==> src/rtl/ft12_frame_receiver_assert.svh <==
// ----------------------------------------------------------------------------
// FT1.2 frame receiver assertion macros
// Shorthand for the concurrent checks of the receiver top level.
// ----------------------------------------------------------------------------
`ifndef FT12_FRAME_RECEIVER_ASSERT_SVH
`define FT12_FRAME_RECEIVER_ASSERT_SVH

// same-cycle implication, off during reset
`define FT12_ASSERT_IMP(label, clk, rst, ante, cons) \
  label: assert property (@(posedge clk) disable iff (rst) (ante) |-> (cons)) \
    else $error("ft12 check failed: same-cycle implication");

// next-cycle implication, off during reset
`define FT12_ASSERT_NXT(label, clk, rst, ante, cons) \
  label: assert property (@(posedge clk) disable iff (rst) (ante) |=> (cons)) \
    else $error("ft12 check failed: next-cycle implication");

`endif

==> src/rtl/ft12_pkg.sv <==
// ----------------------------------------------------------------------------
// FT1.2 receiver package
// Shared types, codes and constants of the FT1.2 frame receiver.
// ----------------------------------------------------------------------------
package ft12_pkg;

  localparam int unsigned CFG_INDEX_W = 2;
  localparam int unsigned CFG_DATA_W  = 16;

  localparam logic [CFG_INDEX_W-1:0] REG_STATION_ADDR = 2'd0;
  localparam logic [CFG_INDEX_W-1:0] REG_ADDR_BYTES   = 2'd1;

  localparam logic [15:0] STATION_ADDR_RST = 16'h0001;
  localparam logic [1:0]  ADDR_BYTES_RST   = 2'd1;

  localparam logic [7:0] START_LONG  = 8'h68;
  localparam logic [7:0] START_SHORT = 8'h10;
  localparam logic [7:0] END_BYTE    = 8'h16;
  localparam logic [7:0] SINGLE_ACK  = 8'hE5;
  localparam logic [3:0] FUNC_MASK   = 4'hF;

  localparam logic OP_BYTE = 1'b0;
  localparam logic OP_IDLE = 1'b1;

  typedef enum logic [3:0] {
    PH_HUNT,
    PH_S_CTRL,
    PH_S_ADDR,
    PH_S_SUM,
    PH_S_END,
    PH_L_LEN1,
    PH_L_LEN2,
    PH_L_START,
    PH_L_CTRL,
    PH_L_ADDR,
    PH_L_DATA,
    PH_L_SUM,
    PH_L_END
  } phase_t;

  typedef enum logic [2:0] {
    KIND_DATA      = 3'd0,
    KIND_SINGLE    = 3'd1,
    KIND_SHORT_OK  = 3'd2,
    KIND_LONG_OK   = 3'd3,
    KIND_SUM_ERR   = 3'd4,
    KIND_FRAME_ERR = 3'd5,
    KIND_OTHER_STN = 3'd6
  } kind_t;

  typedef struct packed {
    logic       op;
    logic [7:0] rx_byte;
  } item_t;

  typedef struct packed {
    kind_t      kind;
    logic [7:0] data_byte;
    logic [7:0] ctrl;
    logic [7:0] user_length;
  } result_t;

endpackage

==> src/rtl/ft12_in_stage.sv <==
// ----------------------------------------------------------------------------
// FT1.2 input stage
// Holds one accepted input beat until the parser consumes it.
// ----------------------------------------------------------------------------
module ft12_in_stage (
  input  logic            clk,
  input  logic            rst,
  input  logic            in_valid,
  output logic            in_ready,
  input  logic            op,
  input  logic [7:0]      rx_byte,
  input  logic            advance,
  output logic            item_valid,
  output ft12_pkg::item_t item
);

  logic            held;
  ft12_pkg::item_t item_q;

  // slot frees in the same cycle the parser takes the held beat
  assign in_ready   = !held || advance;
  assign item_valid = held;
  assign item       = item_q;

  always_ff @(posedge clk) begin
    if (rst) begin
      held <= 1'b0;
    end else if (in_ready) begin
      held <= in_valid;
    end
  end

  always_ff @(posedge clk) begin
    if (in_valid && in_ready) begin
      item_q.op      <= op;
      item_q.rx_byte <= rx_byte;
    end
  end

endmodule

==> src/rtl/ft12_parser.sv <==
// ----------------------------------------------------------------------------
// FT1.2 frame parser
// Frame state machine with sum and address collection; one byte per beat.
// ----------------------------------------------------------------------------
module ft12_parser (
  input  logic              clk,
  input  logic              rst,
  input  ft12_pkg::item_t   item,
  input  logic              advance,
  input  logic [15:0]       station_address,
  input  logic [1:0]        address_bytes,
  output logic              res_emit,
  output ft12_pkg::result_t res
);

  ft12_pkg::phase_t phase, phase_next;
  logic [7:0]  frame_length, frame_length_next;
  logic [7:0]  byte_count, byte_count_next;
  logic [7:0]  running_sum, running_sum_next;
  logic [7:0]  control_byte, control_byte_next;
  logic [15:0] address_value, address_value_next;

  logic [7:0]       b;
  logic             is_idle;
  logic [1:0]       nab;
  logic [2:0]       nab_plus1;
  logic [7:0]       count_inc;
  logic             too_short;
  logic [7:0]       long_ulen;
  ft12_pkg::phase_t hunt_phase;

  assign b         = item.rx_byte;
  assign is_idle   = (item.op == ft12_pkg::OP_IDLE);
  assign nab       = address_bytes[1] ? 2'd2 : 2'd1;
  assign nab_plus1 = {1'b0, nab} + 3'd1;
  assign count_inc = byte_count + 8'd1;
  assign too_short = frame_length < {5'b0, nab_plus1};
  assign long_ulen = frame_length - {5'b0, nab_plus1};

  always_comb begin
    if (b == ft12_pkg::START_SHORT) begin
      hunt_phase = ft12_pkg::PH_S_CTRL;
    end else if (b == ft12_pkg::START_LONG) begin
      hunt_phase = ft12_pkg::PH_L_LEN1;
    end else begin
      hunt_phase = ft12_pkg::PH_HUNT;
    end
  end

  // closing status: sum is checked before the address
  function automatic ft12_pkg::result_t closing(input logic [7:0]    sum,
                                                input logic [15:0]   addr,
                                                input logic [15:0]   stn,
                                                input logic [7:0]    ctrl,
                                                input ft12_pkg::kind_t ok_kind,
                                                input logic [7:0]    ulen);
    ft12_pkg::result_t r;
    r = '0;
    if (sum != 8'd0) begin
      r.kind = ft12_pkg::KIND_SUM_ERR;
    end else if (addr != stn) begin
      r.kind = ft12_pkg::KIND_OTHER_STN;
    end else begin
      r.kind        = ok_kind;
      r.ctrl        = ctrl;
      r.user_length = ulen;
    end
    return r;
  endfunction

  // next phase
  always_comb begin
    phase_next = phase;
    if (is_idle) begin
      phase_next = ft12_pkg::PH_HUNT;
    end else begin
      unique case (phase)
        ft12_pkg::PH_HUNT:    phase_next = hunt_phase;
        ft12_pkg::PH_S_CTRL:  phase_next = ft12_pkg::PH_S_ADDR;
        ft12_pkg::PH_S_ADDR: begin
          if (count_inc >= {6'b0, nab}) begin
            phase_next = ft12_pkg::PH_S_SUM;
          end
        end
        ft12_pkg::PH_S_SUM:   phase_next = ft12_pkg::PH_S_END;
        ft12_pkg::PH_S_END:   phase_next = ft12_pkg::PH_HUNT;
        ft12_pkg::PH_L_LEN1:  phase_next = ft12_pkg::PH_L_LEN2;
        ft12_pkg::PH_L_LEN2: begin
          phase_next = (b != frame_length) ? hunt_phase : ft12_pkg::PH_L_START;
        end
        ft12_pkg::PH_L_START: begin
          if (b != ft12_pkg::START_LONG) begin
            phase_next = hunt_phase;
          end else if (too_short) begin
            phase_next = ft12_pkg::PH_HUNT;
          end else begin
            phase_next = ft12_pkg::PH_L_CTRL;
          end
        end
        ft12_pkg::PH_L_CTRL:  phase_next = ft12_pkg::PH_L_ADDR;
        ft12_pkg::PH_L_ADDR: begin
          if (count_inc >= {5'b0, nab_plus1}) begin
            phase_next = (count_inc >= frame_length) ? ft12_pkg::PH_L_SUM
                                                     : ft12_pkg::PH_L_DATA;
          end
        end
        ft12_pkg::PH_L_DATA: begin
          if (count_inc >= frame_length) begin
            phase_next = ft12_pkg::PH_L_SUM;
          end
        end
        ft12_pkg::PH_L_SUM:   phase_next = ft12_pkg::PH_L_END;
        ft12_pkg::PH_L_END:   phase_next = ft12_pkg::PH_HUNT;
        default:              phase_next = ft12_pkg::PH_HUNT;
      endcase
    end
  end

  // result for the current beat
  always_comb begin
    res_emit = 1'b0;
    res      = '0;
    if (is_idle) begin
      res_emit = (phase != ft12_pkg::PH_HUNT);
      res.kind = ft12_pkg::KIND_FRAME_ERR;
    end else begin
      unique case (phase)
        ft12_pkg::PH_HUNT: begin
          if (b == ft12_pkg::SINGLE_ACK) begin
            res_emit = 1'b1;
            res.kind = ft12_pkg::KIND_SINGLE;
          end
        end
        ft12_pkg::PH_L_LEN2: begin
          if (b != frame_length && b == ft12_pkg::SINGLE_ACK) begin
            res_emit = 1'b1;
            res.kind = ft12_pkg::KIND_SINGLE;
          end
        end
        ft12_pkg::PH_L_START: begin
          if (b != ft12_pkg::START_LONG) begin
            if (b == ft12_pkg::SINGLE_ACK) begin
              res_emit = 1'b1;
              res.kind = ft12_pkg::KIND_SINGLE;
            end
          end else if (too_short) begin
            res_emit = 1'b1;
            res.kind = ft12_pkg::KIND_FRAME_ERR;
          end
        end
        ft12_pkg::PH_L_DATA: begin
          res_emit      = 1'b1;
          res.kind      = ft12_pkg::KIND_DATA;
          res.data_byte = b;
        end
        ft12_pkg::PH_S_END: begin
          res_emit = 1'b1;
          if (b != ft12_pkg::END_BYTE) begin
            res.kind = ft12_pkg::KIND_FRAME_ERR;
          end else begin
            res = closing(running_sum, address_value, station_address, control_byte,
                          ft12_pkg::KIND_SHORT_OK, 8'd0);
          end
        end
        ft12_pkg::PH_L_END: begin
          res_emit = 1'b1;
          if (b != ft12_pkg::END_BYTE) begin
            res.kind = ft12_pkg::KIND_FRAME_ERR;
          end else begin
            res = closing(running_sum, address_value, station_address, control_byte,
                          ft12_pkg::KIND_LONG_OK, long_ulen);
          end
        end
        default: begin
          res_emit = 1'b0;
        end
      endcase
    end
  end

  // datapath registers
  always_comb begin
    frame_length_next  = frame_length;
    byte_count_next    = byte_count;
    running_sum_next   = running_sum;
    control_byte_next  = control_byte;
    address_value_next = address_value;
    if (!is_idle) begin
      unique case (phase) inside
        ft12_pkg::PH_S_CTRL, ft12_pkg::PH_L_CTRL: begin
          control_byte_next  = b;
          running_sum_next   = b;
          address_value_next = 16'h0000;
          byte_count_next    = (phase == ft12_pkg::PH_L_CTRL) ? 8'd1 : 8'd0;
        end
        ft12_pkg::PH_S_ADDR: begin
          address_value_next = address_value |
                               (byte_count[0] ? {b, 8'h00} : {8'h00, b});
          running_sum_next   = running_sum + b;
          byte_count_next    = count_inc;
        end
        ft12_pkg::PH_L_ADDR: begin
          // long frame count starts at one, so the octet select is inverted
          address_value_next = address_value |
                               (byte_count[0] ? {8'h00, b} : {b, 8'h00});
          running_sum_next   = running_sum + b;
          byte_count_next    = count_inc;
        end
        ft12_pkg::PH_L_DATA: begin
          running_sum_next = running_sum + b;
          byte_count_next  = count_inc;
        end
        ft12_pkg::PH_S_SUM, ft12_pkg::PH_L_SUM: begin
          running_sum_next = running_sum - b;
        end
        ft12_pkg::PH_L_LEN1: begin
          frame_length_next = b;
        end
        default: begin
          frame_length_next = frame_length;
        end
      endcase
    end
  end

  always_ff @(posedge clk) begin
    if (rst) begin
      phase         <= ft12_pkg::PH_HUNT;
      frame_length  <= 8'd0;
      byte_count    <= 8'd0;
      running_sum   <= 8'd0;
      control_byte  <= 8'd0;
      address_value <= 16'h0000;
    end else if (advance) begin
      phase         <= phase_next;
      frame_length  <= frame_length_next;
      byte_count    <= byte_count_next;
      running_sum   <= running_sum_next;
      control_byte  <= control_byte_next;
      address_value <= address_value_next;
    end
  end

endmodule

==> src/rtl/ft12_out_stage.sv <==
// ----------------------------------------------------------------------------
// FT1.2 output stage
// Result register that holds one beat until the consumer takes it.
// ----------------------------------------------------------------------------
module ft12_out_stage (
  input  logic              clk,
  input  logic              rst,
  input  logic              load,
  input  ft12_pkg::result_t res,
  output logic              out_free,
  output logic              out_valid,
  input  logic              out_ready,
  output logic [2:0]        kind,
  output logic [7:0]        data_byte,
  output logic              dir_bit,
  output logic              prm_bit,
  output logic              fcb_bit,
  output logic              fcv_bit,
  output logic [3:0]        func_code,
  output logic [7:0]        user_length
);

  logic              full;
  ft12_pkg::result_t res_q;

  assign out_free    = !full || out_ready;
  assign out_valid   = full;
  assign kind        = res_q.kind;
  assign data_byte   = res_q.data_byte;
  assign dir_bit     = res_q.ctrl[7];
  assign prm_bit     = res_q.ctrl[6];
  assign fcb_bit     = res_q.ctrl[5];
  assign fcv_bit     = res_q.ctrl[4];
  assign func_code   = res_q.ctrl[3:0] & ft12_pkg::FUNC_MASK;
  assign user_length = res_q.user_length;

  always_ff @(posedge clk) begin
    if (rst) begin
      full <= 1'b0;
    end else if (load) begin
      full <= 1'b1;
    end else if (out_ready) begin
      full <= 1'b0;
    end
  end

  always_ff @(posedge clk) begin
    if (load) begin
      res_q <= res;
    end
  end

endmodule

==> src/rtl/ft12_frame_receiver.sv <==
// ----------------------------------------------------------------------------
// FT1.2 frame receiver
// Recognizes single-character, short and long FT1.2 link frames.
// ----------------------------------------------------------------------------
// Link bytes (op 0) or idle timeouts (op 1) enter one beat per cycle; each
// beat passes an input register, the frame parser and a result register, and
// a new beat can be taken every cycle, unless intake stalls. Intake stalls
// only while a result is waiting in the output register and the next beat
// also produces one. Each user-data byte of a long frame is delivered as a
// data beat, and a frame closes with one status beat. Registers: index 0 is
// the station address, index 1 the address octet count (bit 1 set selects
// two octets); write them only while idle.
module ft12_frame_receiver (
  input  logic                               clk,
  input  logic                               rst,
  input  logic                               cfg_valid,
  output logic                               cfg_ready,
  input  logic [ft12_pkg::CFG_INDEX_W-1:0]   cfg_index,
  input  logic [ft12_pkg::CFG_DATA_W-1:0]    cfg_data,
  input  logic                               in_valid,
  output logic                               in_ready,
  input  logic                               op,
  input  logic [7:0]                         rx_byte,
  output logic                               out_valid,
  input  logic                               out_ready,
  output logic [2:0]                         kind,
  output logic [7:0]                         data_byte,
  output logic                               dir_bit,
  output logic                               prm_bit,
  output logic                               fcb_bit,
  output logic                               fcv_bit,
  output logic [3:0]                         func_code,
  output logic [7:0]                         user_length
);

  logic [15:0]       station_address;
  logic [1:0]        address_bytes;
  logic              item_valid;
  ft12_pkg::item_t   item;
  logic              res_emit;
  ft12_pkg::result_t res;
  logic              out_free;
  logic              advance;

  assign cfg_ready = 1'b1;

  always_ff @(posedge clk) begin
    if (rst) begin
      station_address <= ft12_pkg::STATION_ADDR_RST;
      address_bytes   <= ft12_pkg::ADDR_BYTES_RST;
    end else if (cfg_valid && cfg_ready) begin
      unique case (cfg_index)
        ft12_pkg::REG_STATION_ADDR: station_address <= cfg_data;
        ft12_pkg::REG_ADDR_BYTES:   address_bytes   <= cfg_data[1:0];
        default:                    station_address <= station_address;
      endcase
    end
  end

  // a beat with no result never waits on the output register
  assign advance = item_valid && (!res_emit || out_free);

  ft12_in_stage u_in (
    .clk        (clk),
    .rst        (rst),
    .in_valid   (in_valid),
    .in_ready   (in_ready),
    .op         (op),
    .rx_byte    (rx_byte),
    .advance    (advance),
    .item_valid (item_valid),
    .item       (item)
  );

  ft12_parser u_parser (
    .clk             (clk),
    .rst             (rst),
    .item            (item),
    .advance         (advance),
    .station_address (station_address),
    .address_bytes   (address_bytes),
    .res_emit        (res_emit),
    .res             (res)
  );

  ft12_out_stage u_out (
    .clk         (clk),
    .rst         (rst),
    .load        (advance && res_emit),
    .res         (res),
    .out_free    (out_free),
    .out_valid   (out_valid),
    .out_ready   (out_ready),
    .kind        (kind),
    .data_byte   (data_byte),
    .dir_bit     (dir_bit),
    .prm_bit     (prm_bit),
    .fcb_bit     (fcb_bit),
    .fcv_bit     (fcv_bit),
    .func_code   (func_code),
    .user_length (user_length)
  );

`include "ft12_frame_receiver_assert.svh"

  // intake only stalls behind a result that is held up downstream
  `FT12_ASSERT_IMP(a_stall_cause, clk, rst, !in_ready,
                   item_valid && res_emit && out_valid && !out_ready)
  `FT12_ASSERT_NXT(a_beat_held, clk, rst, in_valid && in_ready, item_valid)
  `FT12_ASSERT_IMP(a_data_clean, clk, rst, out_valid && kind == ft12_pkg::KIND_DATA,
                   !dir_bit && !prm_bit && !fcb_bit && !fcv_bit &&
                   func_code == 4'd0 && user_length == 8'd0)
  `FT12_ASSERT_IMP(a_status_clean, clk, rst,
                   out_valid && kind != ft12_pkg::KIND_DATA, data_byte == 8'd0)

endmodule
==> config.mk <==
export PLATFORM = sky130hd
export DESIGN_NAME = ft12_frame_receiver
export DESIGN_NICKNAME = d
export VERILOG_FILES = /design/src/rtl/ft12_pkg.sv /design/src/rtl/ft12_in_stage.sv /design/src/rtl/ft12_parser.sv /design/src/rtl/ft12_out_stage.sv /design/src/rtl/ft12_frame_receiver.sv
export VERILOG_INCLUDE_DIRS = /design/src /design/src/rtl
export SDC_FILE = /design/constraint.sdc
export NUM_CORES = 1
export LEC_CHECK = 0
export ABC_CLOCK_PERIOD_IN_PS = 8300
export BUFFER_PORTS_ARGS = -buffer_cell sky130_fd_sc_hd__buf_2
export CORE_MARGIN = 2
export CORE_UTILIZATION = 60
export DETAILED_ROUTE_END_ITERATION = 6
export PLACE_DENSITY = 0.81
export SLEW_MARGIN = 20
export SYNTH_ARGS = -nofsm -noshare
export SYNTH_HDL_FRONTEND = slang
export SYNTH_SLANG_ARGS = --single-unit
export TNS_END_PERCENT = 50
==> constraint.sdc <==
create_clock -name clk -period 8.3 [get_ports clk]
set_input_delay 0.415 -clock clk [delete_from_list [all_inputs] [get_ports clk]]
set_output_delay 0.415 -clock clk [all_outputs]
set_load 0.01 [all_outputs]
After elaboration in Yosys (flattened, before gate mapping) --
Cells that the tools add are included.
Operators by class: $add $sub $neg 5, magnitude comparators 4, equality and inequality tests 23, mux-type cells 45, bitwise logic cells 3, reductions and logical operators 30
Operators with widths (count):
- $mux W16 | 8
- $pmux W16 S3 | 1
- $pmux W8 S3 | 2
- $pmux W4 S11 | 1
- $or A16 B16 Y16 | 2
- $pmux W16 S2 | 1
- $mux W3 | 10
- $mux W4 | 7
- $eq A4 B4 Y1 const B | 5
- $eq A4 B3 Y1 const B | 4
- $ne A16 B16 Y1 | 1
- $pmux W8 S2 | 1
- $pmux W3 S5 | 1
- $reduce_and A3 Y1 | 5
- $mux W1 | 11
- $ne A3 B2 Y1 const B | 3
- $add A8 B1 Y8 const B | 1
- $add A8 B8 Y8 | 1
- $eq A4 B2 Y1 const B | 2
- $eq A8 B5 Y1 const B | 1
- $eq A8 B7 Y1 const B | 1
- $eq A8 B8 Y1 const B | 1
- $ge A8 B2 Y1 | 1
- $ge A8 B3 Y1 | 1
- 26 further kinds | 38
Storage, ports and cells: register bits after elaboration 108, output and inout bits 30

Logic depth before layout (Yosys ltp) --
Gate-level depths: netlist (run 1).
depth in word-level cells 12, gate-level depth with buffers 14, mapped depth without buffers 12

By module --
Synthesis (run 1) repeated with hierarchy kept, for this count alone.
Second synthesis, totals: cells, all modules 636, area total of the unflattened synthesis 5962.0 µm²
Modules (own cells, without submodules):
- ft12_parser | times used 1, cells each 509, area an instance 3941.3 µm², sequential area each 1041.0 µm²
- ft12_out_stage | times used 1, cells each 31, area an instance 857.1 µm², sequential area each 830.8 µm²
- ft12_frame_receiver | times used 1, cells each 82, area an instance 838.3 µm², sequential area each 360.3 µm²
- ft12_in_stage | times used 1, cells each 14, area an instance 325.3 µm², sequential area each 290.3 µm²

Worst setup path before layout (run 1) --
No wires, ideal clock.
kind reg-to-reg, start register u_in.item_q, in the netlist u_in.item[0], end register u_out.res_q, in the netlist u_out.data_byte[0] (enable), setup time 411 ps, arrival time 3161 ps, data required time 7889 ps, slack 4728 ps, cell stages (with the launch flop) 10, path through edfxtp_1 > clkbuf_1 > inv_1 > ha_1 > or3b_4 > o21bai_4 > a2111oi_4 > nor4_1 > nand3b_1 > nor2_1
On the way: word-level cells in the longest chain between the ends 9
Ends and longest elaborated chain:
- from (decl) | line ft12_in_stage.sv:18 | ft12_pkg::item_t item_q;
- $eq A8 B8 Y1 / $ne A8 B8 Y1 (equally long branches) | line ft12_parser.sv:129, ft12_parser.sv:135, ft12_parser.sv:142
- $mux W1 / $logic_and A1 B1 Y1 (equally long branches) | line ft12_parser.sv:129, ft12_parser.sv:142, ft12_parser.sv:135
- $mux W1, on equally long branches | line ft12_parser.sv:141, ft12_parser.sv:135
- $pmux W1 S4 (*) | line ft12_parser.sv:127 | unique case (phase)
- $mux W1 (*) | line ft12_parser.sv:123 | if (is_idle) begin
- $logic_not A1 Y1 | line ft12_frame_receiver.sv:61 | assign advance = item_valid && (!res_emit || out_free);
- $logic_or A1 B1 Y1 | line ft12_frame_receiver.sv:61
- $logic_and A1 B1 Y1 | line ft12_frame_receiver.sv:61
- $logic_and A1 B1 Y1 (*) | line ft12_frame_receiver.sv:89 | .load (advance && res_emit),
- via u_out.load | line ft12_out_stage.sv:8 | input logic load,
- to (signal assigned) | line ft12_out_stage.sv:49 | res_q <= res;
- to (decl) | line ft12_out_stage.sv:24 | ft12_pkg::result_t res_q;
Mark *: on every way through the listed nets, which the timed path passes. The rest lies on a longest branch. A chain may end at the register's enable or synchronous reset.

Worst setup path in the final report (run 1) --
start register u_in.item_q, in the netlist u_in.item[0], end output in_ready
On the way: word-level cells in the longest chain between the ends 9
Ends and longest elaborated chain:
- $eq A8 B8 Y1 / $ne A8 B8 Y1 (equally long branches) | line ft12_parser.sv:129, ft12_parser.sv:135, ft12_parser.sv:142
- $mux W1 / $logic_and A1 B1 Y1 (equally long branches) | line ft12_parser.sv:129, ft12_parser.sv:142, ft12_parser.sv:135
- $mux W1, on equally long branches | line ft12_parser.sv:141, ft12_parser.sv:135
- $pmux W1 S4 (*) | line ft12_parser.sv:127
- $mux W1 (*) | line ft12_parser.sv:123
- $logic_not A1 Y1 (*) | line ft12_frame_receiver.sv:61
- $logic_or A1 B1 Y1 (*) | line ft12_frame_receiver.sv:61
- $logic_and A1 B1 Y1 (*) | line ft12_frame_receiver.sv:61
- $logic_or A1 B1 Y1 (*) | line ft12_in_stage.sv:21 | assign in_ready = !held || advance;
- to (decl) | line ft12_frame_receiver.sv:21 | output logic in_ready,
Every way passes the cells marked *; elsewhere a longest branch is shown, timed or not.

==> results of run 1 <==
-- power by group --
part / switching, mW / internal [mW]
logic: 0.0350 / 0.0261
registers: 0.0143 / 0.546
clock network: 0.189 / 0.115
total: 0.239 / 0.687
-- state kept, by name, summed over array words and instances, names as in the netlist, 8 cells and up --
register                flops
u_parser.byte_count         8
u_parser.running_sum        8
u_in.item                   9
u_parser.address_value     16
u_parser.control_byte       8
u_out.data_byte             8
station_address            16
u_parser.frame_length       8
u_out.user_length           8
-- stage by stage --
stage          worst slack [ns]  instances
3_3_place_gp               5.12        770
2_1_floorplan              4.73        616
6_report                   4.94        786
5_1_grt                    4.74        786
3_5_place_dp               5.05        770
4_1_cts                    4.94        786
-- synthesized netlist by cell type, drive strengths merged, types with 4 or more instances --
cell and count:
nand2b 10, nand4 4, nor4 9, a21oi 39, dfxtp 71, a21o 7, buf 10, or2 5
o21a 6, xnor2 26, nor3b 4, nand3b 4, nor2b 6, nor3 17, and2 17, mux2i 24
xor2 24, a31oi 4, clkbuf 29, a22o 22, inv 25, edfxtp 36, o21ai 12, nor2 53
ha 24, nand2 65, nand3 14, or4 4
-- worst max-delay path, delay by kind of cell (launching register included) --
kind | cells | cell delay, ns
and+or+nand+nor | 5 | 1.19
DFF | 1 | 0.59
buffers and inverters | 2 | 0.36
AOI/OAI and AO/OA | 1 | 0.25
adders and majority gates | 1 | 0.20
-- path summary, 6_finish.rpt --
check                                                startpoint                                     to  slack, ns  cells past startpoint
worst max-delay path                     u_in.item[0]$_DFFE_PP_                               in_ready       4.94                      9
worst min-delay path                                 rx_byte[6]                 u_in.item[6]$_DFFE_PP_       0.21                      1
worst max register to register           u_in.item[0]$_DFFE_PP_  u_parser.frame_length[6]$_SDFFE_PP0P_       4.99                      9
worst min register to register  station_address[5]$_SDFFE_PP0P_        station_address[5]$_SDFFE_PP0P_       0.48                      2
-- routing by layer --
| layer | part of all wire [%] | up-vias | track usage [%] |
|---|---|---|---|
| met5 | 0 | - | 0 |
| met4 | 1.8 | 0 | 9.13 |
| met3 | 5.1 | 20 | 3.25 |
| met2 | 48 | 154 | 43.1 |
| met1 | 45 | 2092 | 35.6 |
| li1 | - | 2240 | - |
-- cell type report --
cell class	instances	area (um^2)	share of cell area [%]
flip-flops and latches	107	2500	39.5
clock inverters	7	61.3	0.968
clock buffers	9	124	1.96
inverters	25	93.8	1.48
multi-input cells	445	3060	48.3
repair buffers	64	330	5.21
well taps	129	161	2.55
-- logic make-up (layout without fill, tap and decap cells) --
kind of cell	count (synthesis)	in the layout	synth area share (%)
flip-flops	107	107	43.0
multiplexers	25	25	4.32
buffers and inverters	64	105	4.51
AND/OR/NAND/NOR	226	226	20.0
other	1	1	0.0644
XOR/XNOR	50	50	7.52
adder cells (fa/ha/maj)	25	25	5.50
AO/OA/AOI/OAI	118	118	15.1
==> impl_metrics.toml, run 1 <==
[final_layout]
final_common_cell = "dfxtp_1"
fin_nets = 709
final_util_pct = 67.9
mostFrequentLayoutCells = "dfxtp_1, nand2_1, buf_2"
drive_gt1_share_pct = 15.4
antennaDiodeCount = 0
postLayoutCellArea_um2 = 6330
syn_to_final_growth_pct = 8.76
fillers = 774

[critical_path]
crit_type = "reg2out"
crit_chain = "inv_1 > ha_1 > or3b_4 > nor3_1 > a21o_1 > nor4_1 > nand3b_1 > nand2b_1 > buf_2"
crit_slowest_cell = "edfxtp_1"
critPathMaxFanout = 10
slowest_delay_ns = 0.59
end_kind = "output pin"
startpoint_type = "register"
arrival_ns = 2.95
required_ns = 7.89

[placement]
placed_area_um2 = 6150
gp_congestion = 0.882
place_hpwl_um = 9380
portBuffers = 60

[routing]
drt-initial-drc-count = 195
viasPerCell = 5.73
drc = 0
drt-pass1-iter-count = 5
drt-total-wl_um = 13000
ant_nets = 0
vias = 4506
post_drt_wl_per_cell_um = 16.5

[power]
p_per_area_nw_per_um2 = 146
peakVddDrop_uv = 105
p_leak_nw = 2.73
power_mw = 0.926

[yosys]
synth_edf_count = 36
synthArstFlopShare_pct = 0
ys_seq_area_share_pct = 43.0
synth_area_um2 = 5820
synth_largest_area_cell = "dfxtp_1"
synth_top_flop_cell = "dfxtp_1"
synth.distinct_cells = 66
syn_inst = 616
syn_nets = 673
synth-seq-cells = 107
syn-mean-instance-area_um2 = 9.46
yosysTopAreaCellShare_pct = 24.4
synth.area.top_cells = "dfxtp_1, edfxtp_1, ha_1"
synth_warnings = 0

[status]
status = "finished, final reports clean"

[sta]
post-route-period-util_pct = 40.5
tns_ns = 0
finalHoldViolCount = 0
drv_slew = 0
hold-worst-slack_ns = 0.209
setup_viol = 0
max_freq_ghz = 0.297
skew_ns = 0.0173
max_slew_margin_pct = 36.8
rsz0062_at_grt = "false"
tightest_slew_ns = 0.947
fin_crit_ns = 3.36

[min_path]
hp-class = "in2reg"

[grt]
grt_max_degree = 53
grt_overflow = 0
grt_util_all_layers_pct = 26.1
grt_antenna_before_repair = 0
grt_pass1_vias = 4278
grt_first_pass_wirelength_um = 21000

[cts]
path_clk_slew_ns = 0.11
cts_setup_buffers = 0
clock-sinks = 107
cts_made_buffers = 9
hold_buffers = 0
root_buffer = "clkbuf_8"
clk_latency_ns = 0.37
post_cts_resized = 0
cts_tree = "built"
clockBufferDepth = 2
h-tree-depth = 3

[floorplanning]
dieArea_um2 = 10500
start_util_pct = 62.4
rows = 35
io_pins = 62
die-width_um = 103
core_area_um2 = 9330
dieHeight_um = 103

[flow_run]
maxCapViolations = 0
Power figures use the tool's default switching activity.
==> run 2: changes to the inputs <==
--- a/config.mk
+++ b/config.mk
@@ -6,12 +6,12 @@
 export SDC_FILE = /design/constraint.sdc
 export NUM_CORES = 1
 export LEC_CHECK = 0
-export ABC_CLOCK_PERIOD_IN_PS = 8300
+export ABC_CLOCK_PERIOD_IN_PS = 2700
 export BUFFER_PORTS_ARGS = -buffer_cell sky130_fd_sc_hd__buf_2
 export CORE_MARGIN = 2
-export CORE_UTILIZATION = 60
+export CORE_UTILIZATION = 53
 export DETAILED_ROUTE_END_ITERATION = 6
-export PLACE_DENSITY = 0.81
+export PLACE_DENSITY = 0.76
 export SLEW_MARGIN = 20
 export SYNTH_ARGS = -nofsm -noshare
 export SYNTH_HDL_FRONTEND = slang
==> constraint.sdc (replaced) <==
create_clock -name clk -period 2.7 [get_ports clk]
set_input_delay 0.135 -clock clk [delete_from_list [all_inputs] [get_ports clk]]
set_output_delay 0.135 -clock clk [all_outputs]
set_load 0.01 [all_outputs]
==> run 2 against run 1 <==
Against the previous run: the run now ends with setup timing left; sequential cell count unchanged; critical path depth is 1 higher; combinational power increased to 5.2 times the previous value; wire length is 18% higher; power rose to 3.3 times the previous value; clock skew shrank 0.00091 ns; count of clock-buffer cells in the layout grew 2; sequential power rose to 3.0 times the previous value; global-route usage increased by 0.77 points; critical path type is now reg2reg.
==> impl_metrics.toml, run 2 (synthesis gave the netlist of run 1 again) <==
[final_layout]
mostFrequentLayoutCells = "buf_4, nand2_1, dfxtp_1"
fillers = 783
fin_nets = 811
syn_to_final_growth_pct = 27.5
antennaDiodeCount = 0
drive_gt1_share_pct = 27.8
final_common_cell = "buf_4"

[grt]
grt_overflow = 0
grt_antenna_before_repair = 0
grt_util_all_layers_pct = 26.8
grt_pass1_vias = 4946
grt_first_pass_wirelength_um = 24500
grt_max_degree = 28

[critical_path]
crit_chain = "buf_4 > xnor2_1 > nand4_1 > o21a_2 > buf_4 > o41a_1 > a2111o_1 > buf_12 > mux2i_1 > nor2_1"
critPathTopFamily = "compound AO/OA/AOI/OAI gates"
reg2reg_setup_slack_ns = -0.01
crit_type = "reg2reg"
critPathMaxFanout = 6
arrival_ns = 3.00
critical_path_depth = 10
startpoint_type = "register"
required_ns = 2.98
slowest_delay_ns = 0.48
worst_r2r_startpoint = "u_in.item[0]$_DFFE_PP_"
endpoint = "u_parser.running_sum[4]$_SDFFE_PP0P_"
path_common_cell = "buf_4"
startpoint = "u_in.item[0]$_DFFE_PP_"
critPathBufInv = 3
end_kind = "register"
reg2regPathDepth = 10
r2r-end = "u_parser.running_sum[4]$_SDFFE_PP0P_"
crit_slowest_cell = "a2111o_1"

[sta]
worst_slack_ns = -0.0121
fin_crit_ns = 2.71
rsz0062_at_grt = "true"
post-route-period-util_pct = 100
tightest_slew_ns = 0.819
setup_viol = 3
drv_slew = 0
max_freq_ghz = 0.369
finalHoldViolCount = 0
skew_ns = 0.0164
max_slew_margin_pct = 45.3

[floorplanning]
die-width_um = 109
dieHeight_um = 109
start_util_pct = 54.0
core_area_um2 = 10800
rows = 38
dieArea_um2 = 11800
io_pins = 62

[cts]
clock-sinks = 107
cts_made_buffers = 9
clk_latency_ns = 0.39
path_clk_slew_ns = 0.11
cts_tree = "built"
root_buffer = "clkbuf_8"
clockBufferDepth = 2
h-tree-depth = 3

[flow_run]
maxCapViolations = 0

[routing]
post_drt_wl_per_cell_um = 17.1
ant_nets = 0
drt-initial-drc-count = 389
drt-total-wl_um = 15400
drt-pass1-iter-count = 5
vias = 5121
drc = 0
viasPerCell = 5.70

[power]
peakVddDrop_uv = 284
p_per_area_nw_per_um2 = 411
p_leak_nw = 3.31
power_mw = 3.05

[placement]
portBuffers = 60
gp_congestion = 0.957
place_hpwl_um = 11100
pre_cts_ws_ns = -0.0489

[min_path]
hp-class = "in2reg"

[status]
failed_checks = "setup timing"
status = "complete, but fails checks"
[run 2: cell types whose count changed in the layout (fill, tap and decap cells not counted), sizes merged]
cell and delta:
inv -2, dlygate4sd3 +24, clkbuf +2, buf +78
clkinv +1, clkinvlp -1
[run 2: repair_timing]
item,CTS,global route
hold endpoints to repair,24,0
gates resized for setup,14,32
pin swaps,6,21
buffers inserted,8,7
hold buffers,24,0
setup endpoints to repair,46,75
[run 2: cell type report]
type / count / area, um^2 / area share, %
multi-input cells: 445 / 3200 / 43.1
clock buffers: 11 / 163 / 2.19
flip-flops and latches: 107 / 2510 / 33.9
inverters: 25 / 96.3 / 1.30
repair buffers: 166 / 1220 / 16.5
clock inverters: 5 / 52.6 / 0.708
well taps: 140 / 175 / 2.36
[run 2: metal layers]
layer,vias to the layer above,wire (um),GRT usage [%]
met3,41,921,3.59
met5,-,0,0
met1,2436,6630,34.3
li1,2432,-,-
met2,212,7380,45.5
met4,0,427,11.7
[run 2: power breakdown]
group | switching (mW) | internal, mW | leakage, nW
registers | 0.0162 | 1.68 | 0.949
clock network | 0.600 | 0.438 | 0.111
logic | 0.165 | 0.151 | 2.25
total | 0.781 | 2.27 | 3.31
[run 2: worst min path at each step]
stage                start                               to  slack [ns]  depth (start not counted)
6_report          in_valid     u_in.item_valid$_SDFFE_PP0P_        0.01                          3
5_1_grt        cfg_data[1]  station_address[1]$_SDFFE_PP0P_        0.04                          3
4_1_cts           in_valid     u_in.item_valid$_SDFFE_PP0P_       0.009                          3
3_5_place_dp    rx_byte[1]           u_in.item[1]$_DFFE_PP_        0.31                          1
3_3_place_gp    rx_byte[4]           u_in.item[4]$_DFFE_PP_        0.31                          1
2_1_floorplan   rx_byte[0]           u_in.item[0]$_DFFE_PP_        0.23                          0
[run 2: per-stage QoR]
stage / utilization [%] / hold WS (ns) / setup TNS (ns) / cell area (um^2) / std cells
floorplan: - / 0.234 / -1.54 / 5870 / 616
global placement: 62.0 / 0.312 / -0.0371 / 6700 / 846
detailed placement: 62.0 / 0.313 / -0.306 / 6700 / 846
CTS: 67.3 / 0.00913 / -0.0721 / 7260 / 894
global route: 68.8 / 0.0429 / -2.32 / 7420 / 899
finish: 68.8 / 0.00964 / -0.0255 / 7420 / 899
[run 2: worst register-to-register path, stage by stage (launching register included)]
cell	delay [ns]
edfxtp_1	0.44
buf_4	0.20
xnor2_1	0.16
nand4_1	0.13
o21a_2	0.27
buf_4	0.14
o41a_1	0.41
a2111o_1	0.48
buf_12	0.19
mux2i_1	0.14
nor2_1	0.05
